File: config.mk
export PLATFORM = sky130hd
export DESIGN_NAME = efe_wdiv
export DESIGN_NICKNAME = d
export VERILOG_FILES = /design/src/rtl/core/efe_pkg.sv /design/src/rtl/core/efe_wdiv.sv
export SDC_FILE = /design/constraint.sdc
export NUM_CORES = 1
export LEC_CHECK = 0
export ABC_AREA = 1
export ABC_CLOCK_PERIOD_IN_PS = 3500
export BUFFER_PORTS_ARGS = -buffer_cell sky130_fd_sc_hd__buf_2
export CAP_MARGIN = 20
export CORE_MARGIN = 2
export CORE_UTILIZATION = 50
export CTS_BUF_LIST = sky130_fd_sc_hd__clkbuf_16
export CTS_CLUSTER_SIZE = 24
export DETAILED_ROUTE_END_ITERATION = 6
export MAX_ROUTING_LAYER = met4
export PLACE_DENSITY = 0.73
export SYNTH_ARGS = -nofsm -noshare
export SYNTH_HDL_FRONTEND = slang
export SYNTH_SLANG_ARGS = --single-unit
File: constraint.sdc
create_clock -name aclk -period 3.5 [get_ports aclk]
set_input_delay 0.175 -clock aclk [delete_from_list [all_inputs] [get_ports aclk]]
set_output_delay 0.175 -clock aclk [all_outputs]
set_load 0.05 [all_outputs]
File: src/rtl/core/efe_pkg.sv
package efe_pkg;

    localparam int DATA_BITS    = 64;
    localparam int WIDTH_BITS   = 7;
    localparam int HINT_BITS    = 10;
    localparam int OP_BITS      = 2;
    localparam int BLOCK_SIZE_D = 512;
    localparam int SUB_BLOCKS_D = 7;

    typedef enum logic [OP_BITS-1:0] {
        OP_APPEND = 2'd0,
        OP_CLOSE  = 2'd1,
        OP_FETCH  = 2'd2
    } op_t;

    typedef enum logic [2:0] {
        PH_IDLE  = 3'd0,
        PH_WIDTH = 3'd1,
        PH_HINTS = 3'd2,
        PH_LOW   = 3'd3,
        PH_HIGH  = 3'd4,
        PH_DONE  = 3'd5
    } phase_t;

    typedef enum logic [2:0] {
        ST_IDLE,
        ST_SCAN,
        ST_DIV,
        ST_HINT_RD,
        ST_HINT_CALC,
        ST_FETCH,
        ST_FETCH_MEM,
        ST_PUSH
    } state_t;

    // Status of the low-width unit
    typedef struct packed {
        logic                  busy;
        logic                  done;
        logic [WIDTH_BITS-1:0] width;
    } wdiv_stat_t;

endpackage

File: src/rtl/core/efe_wdiv.sv
// Two-stage width unit: find the bit length of the block total, then line its top
// bits up with the block size. The width result is the bit length of total / BLOCK_SIZE.
module efe_wdiv #(
    parameter int BLOCK_SIZE = efe_pkg::BLOCK_SIZE_D
) (
    input  logic                         aclk,
    input  logic                         aresetn,
    input  logic                         start,
    input  logic [efe_pkg::DATA_BITS-1:0] dividend,
    output efe_pkg::wdiv_stat_t          stat
);
    import efe_pkg::*;

    localparam int BW = $clog2(BLOCK_SIZE + 1);
    localparam int LW = $clog2(DATA_BITS + 1);
    localparam logic [BW-1:0] DIVISOR = BW'(BLOCK_SIZE);

    logic [DATA_BITS-1:0]  tot_reg, tot_next;
    logic [LW-1:0]         len_reg, len_next;
    logic                  s1_reg, s2_reg, done_reg;
    logic [WIDTH_BITS-1:0] w_reg, w_next;
    logic [LW-1:0]         sh;
    logic [DATA_BITS-1:0]  top;
    logic                  ge;

    // Capture the total on start
    assign tot_next = start ? dividend : tot_reg;

    // Stage one: bit length of the total
    always_comb begin
        len_next = '0;
        for (int i = 0; i < DATA_BITS; i++) begin
            if (tot_reg[i]) begin
                len_next = LW'(i + 1);
            end
        end
    end

    // Stage two: align the top bits with the block size and compare
    assign sh  = len_reg - LW'(BW);
    assign top = tot_reg >> sh;
    assign ge  = (top[BW-1:0] >= DIVISOR);

    always_comb begin
        if (len_reg < LW'(BW)) begin
            w_next = '0;
        end else begin
            w_next = WIDTH_BITS'(sh) + WIDTH_BITS'(ge);
        end
    end

    always_ff @(posedge aclk) begin
        if (!aresetn) begin
            s1_reg   <= 1'b0;
            s2_reg   <= 1'b0;
            done_reg <= 1'b0;
            w_reg    <= '0;
        end else begin
            s1_reg   <= start;
            s2_reg   <= s1_reg;
            done_reg <= s2_reg;
            w_reg    <= w_next;
        end
    end

    always_ff @(posedge aclk) begin
        tot_reg <= tot_next;
        len_reg <= len_next;
    end

    assign stat.busy  = s1_reg | s2_reg;
    assign stat.done  = done_reg;
    assign stat.width = w_reg;

endmodule

### Word-level counts from Yosys, hierarchy flattened

Index checks and enable logic that the tools add are counted.
Widths: inputs -> output; s select.

* bits in registers: 81
* output and inout port bits: 9
* logic and storage cells: 77

* add/subtract/negate cells: 2
* order comparisons: 2
* shift-type cells: 1
* mux-type cells: 63
* bitwise operators: 2
* reductions and logical operators: 1

Operators with widths (number)
* $mux 7: 62
* $shr 64x7->10: 1
* $ge 10x10->1 const B: 1
* $add 7x1->7: 1
* $lt 7x4->1 const B: 1
* $sub 7x4->7 const B: 1
* $reduce_or 2->1: 1
* $mux 1: 1
* $not 1->1: 1
* $or 1x1->1: 1

### Longest topological paths before layout

* depth in word-level cells: 63
* depth in mapped cells: 63
* mapped depth without buffers: 63

### Least setup slack after synthesis

OpenSTA, ideal clock, no wires.

* path type: flip-flop to flip-flop
* start point: reg tot_reg[1]
* end point: reg len_reg[0]
* setup time: 68 ps
* arrival time: 3048 ps
* data required time: 3432 ps
* path slack: 384 ps
* stages on the path, launching flop included: 64
* clock period less this slack: 3116 ps
* path through: edfxtp_1 -> inv_1 -> nand2_1 -> nand2_1 -> nand2_1 -> nand2_1 -> nand2_1 -> nand2_1 -> nand2_1 -> nand2_1 -> nand2_1 -> nand2_1 -> nand2_1 -> nand2_1 -> nand2_1 -> nand2_1 -> nand2_1 -> nand2_1 -> [28 not listed] -> nand2_1 -> nand2_1 -> nand2_1 -> nand2_1 -> nand2_1 -> nand2_1 -> nand2_1 -> nand2_1 -> nand2_1 -> nand2_1 -> nand2_1 -> nand2_1 -> nand2_1 -> nand2_1 -> nand2_1 -> nand2_1 -> nand2_1 -> a21oi_2

* word-level cells in the longest chain between the ends: 62

Ends and longest elaborated chain
* start, declared: RTL line efe_wdiv.sv:18 `logic [DATA_BITS-1:0] tot_reg, tot_next;`
* start signal, assigned: RTL line efe_wdiv.sv:67 `tot_reg <= tot_next;`
* $mux 7 (62 in series): RTL line efe_wdiv.sv:33 `if (tot_reg[i]) begin`
* end signal, assigned: RTL line efe_wdiv.sv:68 `len_reg <= len_next;`
* end, declared: RTL line efe_wdiv.sv:19 `logic [LW-1:0] len_reg, len_next;`

No other way between the ends.
A chain may end at the register's enable or synchronous reset.

### Final worst setup path

Same ends and word-level chain as after synthesis.

==> metrics list <==
- Maximum single-stage delay on the critical path: 380 ps
- PnR Total Power: 2.739 mW
- The floorplan step set the die height to 93.71 µm.
* IO Pins: 76
- Mapped Area: 0.004024 mm²
- Remaining max-slew budget at the tightest pin: 0.3449
- Master cell of the clock root buffer: sky130_fd_sc_hd__clkbuf_16
- During synthesis, Yosys emitted a total of 0 warnings.
- In this run the horizontal extent of the chip is 93.71 µm.
- By area the synthesized netlist is led by sky130_fd_sc_hd__edfxtp_1 (48%), sky130_fd_sc_hd__nand2_1 (9.7%), sky130_fd_sc_hd__dfxtp_1 (8.5%).
- Post-Synthesis Mean Instance Area: 9.083 µm²
* Largest net degree at the start of global routing: 47
* Via count of the first global-routing pass: 3069
* Fraction of the yosys area taken by sequential cells: 0.5622
- Leading area contributor after synthesis: sky130_fd_sc_hd__edfxtp_1
* Proportion of power drawn by the clock network: 0.396
* Initial cell density of the core: 0.5180
- Net switching fraction of the power: 0.2576
- Leaving out fill and tap cells, the most frequent cell in the layout is sky130_fd_sc_hd__nand2_1.
- Across the run, the number of max-cap violations was 0.
- Along the worst hold path, the cell count comes to 1.
- In the post-route analysis, the smallest setup slack over all paths is -12.11 ps.
- The worst register-to-register path has a depth of 63.
- Post-Syn Instances: 443
- After clock tree synthesis, the clock-pin slew on the worst setup and hold paths is 60 ps.
- Final setup violating endpoints: 1
- In the final layout, the share of cells above drive strength 1 is 0.2174.
* Max-slew violation total from the final report: 0
* Post-synth top area share: 0.4776
- Tightest Pin Transition: 982.6 ps
- In this run the worst hold path is classified as input port to flip-flop.
- For this run, global-route usage on met2 was measured as 0.3429.
* Port Buffers: 75
- Total area of multi-input combinational cells: 0.001239 mm²
* Largest register FFs: 64
- The clock passes through at most 2 buffers.
- STA classifies the critical path startpoint as a flip-flop.
- First-pass GRT wire length: 13500 µm
* Antenna-violating nets left: 0
* H-Tree Depth: 3
* Clock buffers created by TritonCTS: 9
- Vias after detailed routing: 3202
* Highest-count cells in the layout ignoring fill and taps: sky130_fd_sc_hd__nand2_1 (104), sky130_fd_sc_hd__buf_2 (75), sky130_fd_sc_hd__inv_1 (67)
* Maximum clock skew at final layout: 8.465 ps
- Worst IR Drop VDD: 0.3410 mV
- # DRC: 0
- Global routing met3 resource utilization: 0.05618
* Final routed wirelength across all metal layers: 8209 µm
- Most Crowded Layer GR: met2
* Mapped Nets: 513
- The netlist uses 28 different library cells.
- By startpoint and endpoint, the worst setup path is classified as flip-flop to flip-flop.
- Logic pwr share: 0.174
- The detailed router finished its first iteration with 92 violations.
* Count of inserted antenna diode cells: 0
- Leak: 2.415 nW
- Unrepaired setup endpoints after global routing: yes
- Synthesis inferred 81 register bits.
* Final net count: 617
- Counting tap cells, the placed design contains a total of 616 instances.
- Data arrival time of the critical path: 3790 ps
- The checks that failed: setup timing.
- The internal power of the cells totals 2.033 mW.
* # rows: 32
- Once layout is complete, the cells apart from fillers number 654.
* Maximum fanout along the worst path: 2
* Power Density: 537.6 mW/mm²
- Area occupied by registers: 0.002262 mm²
* Global route total overflow: 0
- The run finished, with violations left.
- Average detailed-routed wire length per instance: 12.55 µm
* Number of vias per cell: 4.896
* Synthesis-to-finish area growth: 26.59%
- Data on the critical path is required at its endpoint by 3780 ps.
* Final Critical Period: 3512 ps
* GRT met1 Usage: 0.2373
- The final number of hold-violating endpoints was 0.
- After floorplanning, the core was sized to cover 0.007767 mm².
* Iteration count of the initial detailed-routing pass: 4
- In this run the power spent charging and discharging nets is 0.7054 mW.
* Max stage delay cell, worst path: sky130_fd_sc_hd__edfxtp_1
- The share of total power dissipated in sequential elements is 0.429.
- Number of sinks handled by clock tree synthesis: 81
- The initial antenna violation count came to 0.
* Global placement routability congestion: 0.8314
* Critical Path Most Common Cell: sky130_fd_sc_hd__nand2_1
- In the finished design, the share of the clock period the worst path needs comes to 1.003.
- Post-DP HPWL: 5492 µm
- The die covers 0.008782 mm².
* Layout fillers: 649
* Latest clock arrival within the worst-skew pair: 340 ps
- TritonCTS clock tree: yes
- CP endpoint kind: flip-flop
- Timing would allow up to 0.2847 GHz.
- Global-route usage over all layers: 0.2047
## worst paths after layout
check,from,end,slack (ps)
worst max-delay path,tot_reg[1]$_DFFE_PP_,len_reg[0]$_SDFF_PP0_,-10
worst min-delay path,dividend[58],tot_reg[58]$_DFFE_PP_,6
worst max register to register,tot_reg[1]$_DFFE_PP_,len_reg[0]$_SDFF_PP0_,-10
worst min register to register,s1_reg$_SDFF_PN0_,s2_reg$_SDFF_PN0_,420
## kinds of logic after synthesis
| logic type | Yosys count | share of synthesized area |
|---|---|---|
| AND/OR/NAND/NOR | 173 | 0.1732 |
| buffers and inverters | 95 | 0.1306 |
| AO/OA/AOI/OAI | 87 | 0.1160 |
| flip-flops | 81 | 0.5622 |
| XOR/XNOR | 4 | 0.008708 |
| adder cells (fa/ha/maj) | 3 | 0.009329 |
## area by class of cell
type | instances | share of cell area
Sequential cell | 81 | 0.4441
Multi-Input combinational cell | 267 | 0.2432
Timing Repair Buffer | 102 | 0.1223
Inverter | 86 | 0.09654
Clock buffer | 9 | 0.04422
Tap cell | 102 | 0.02506
Clock inverter | 7 | 0.02456
## metal layers
metal | vias up | part of all wire | routed length [µm]
li1 | 1654 | - | -
met4 | 0 | 0.014 | 111
met1 | 1450 | 0.43 | 3568
met5 | - | 0 | 0
met2 | 89 | 0.50 | 4139
met3 | 9 | 0.047 | 389
## worst max-delay path, delay by kind of cell (launching register included)
kind,cells,cell delay [ps]
compound gates,1,100
simple gates,61,2910
buf+inv,1,70
flops,1,380
## Yosys cell counts
| cell | instances |
|---|---|
| sky130_fd_sc_hd__nand2_1 | 104 |
| sky130_fd_sc_hd__inv_1 | 68 |
| sky130_fd_sc_hd__edfxtp_1 | 64 |
| sky130_fd_sc_hd__a21oi_1 | 40 |
| sky130_fd_sc_hd__nor2_1 | 36 |
| sky130_fd_sc_hd__nand3_1 | 24 |
| sky130_fd_sc_hd__o21ai_0 | 23 |
| sky130_fd_sc_hd__dfxtp_1 | 17 |
| sky130_fd_sc_hd__bufinv_8 | 12 |
| sky130_fd_sc_hd__o21ai_1 | 12 |
| sky130_fd_sc_hd__clkbuf_1 | 8 |
| sky130_fd_sc_hd__a31oi_1 | 4 |
| sky130_fd_sc_hd__inv_2 | 4 |
| sky130_fd_sc_hd__nor3_1 | 4 |
| sky130_fd_sc_hd__nor4_1 | 4 |
| sky130_fd_sc_hd__ha_1 | 3 |
| sky130_fd_sc_hd__xor2_1 | 3 |
| sky130_fd_sc_hd__clkinv_1 | 2 |
| sky130_fd_sc_hd__o311ai_0 | 2 |
| sky130_fd_sc_hd__a211oi_1 | 1 |
| sky130_fd_sc_hd__a21boi_0 | 1 |
| sky130_fd_sc_hd__a21oi_2 | 1 |
| sky130_fd_sc_hd__a31o_1 | 1 |
| sky130_fd_sc_hd__buf_4 | 1 |
| sky130_fd_sc_hd__o21bai_1 | 1 |
| sky130_fd_sc_hd__o311ai_1 | 1 |
| sky130_fd_sc_hd__or2_2 | 1 |
| sky130_fd_sc_hd__xnor2_1 | 1 |
## through the flow
step	hold WS (ps)	instance area, µm²	setup TNS, ps	setup WS [ps]	util
floorplan	268.5	4024	0	384.3	-
global placement	351.4	4527	0	102.0	0.5828
detailed placement	353.1	4527	0	29.43	0.5828
CTS	0.1301	5025	-33.12	-33.12	0.6469
global route	0.1571	5094	-622.1	-622.1	0.6558
finish	6.498	5094	-12.11	-12.11	0.6558
## timing repair
| action | CTS | global route |
|---|---|---|
| resized for setup | 0 | 2 |
| hold buffers | 14 | 4 |
| endpoints found under the hold margin | 14 | 4 |
| setup buffers | 1 | 3 |
| endpoints found under the setup margin | 1 | 2 |
## power groups by stage
stage | logic (mW) | registers [mW] | clock network (mW)
floorplan | 0.269 | 1.23 | 0
global placement | 0.433 | 1.19 | 0
detailed placement | 0.441 | 1.20 | 0
CTS | 0.458 | 1.18 | 1.10
global route | 0.534 | 1.19 | 1.14
finish | 0.477 | 1.18 | 1.09
(Power assumes the default switching activity.)
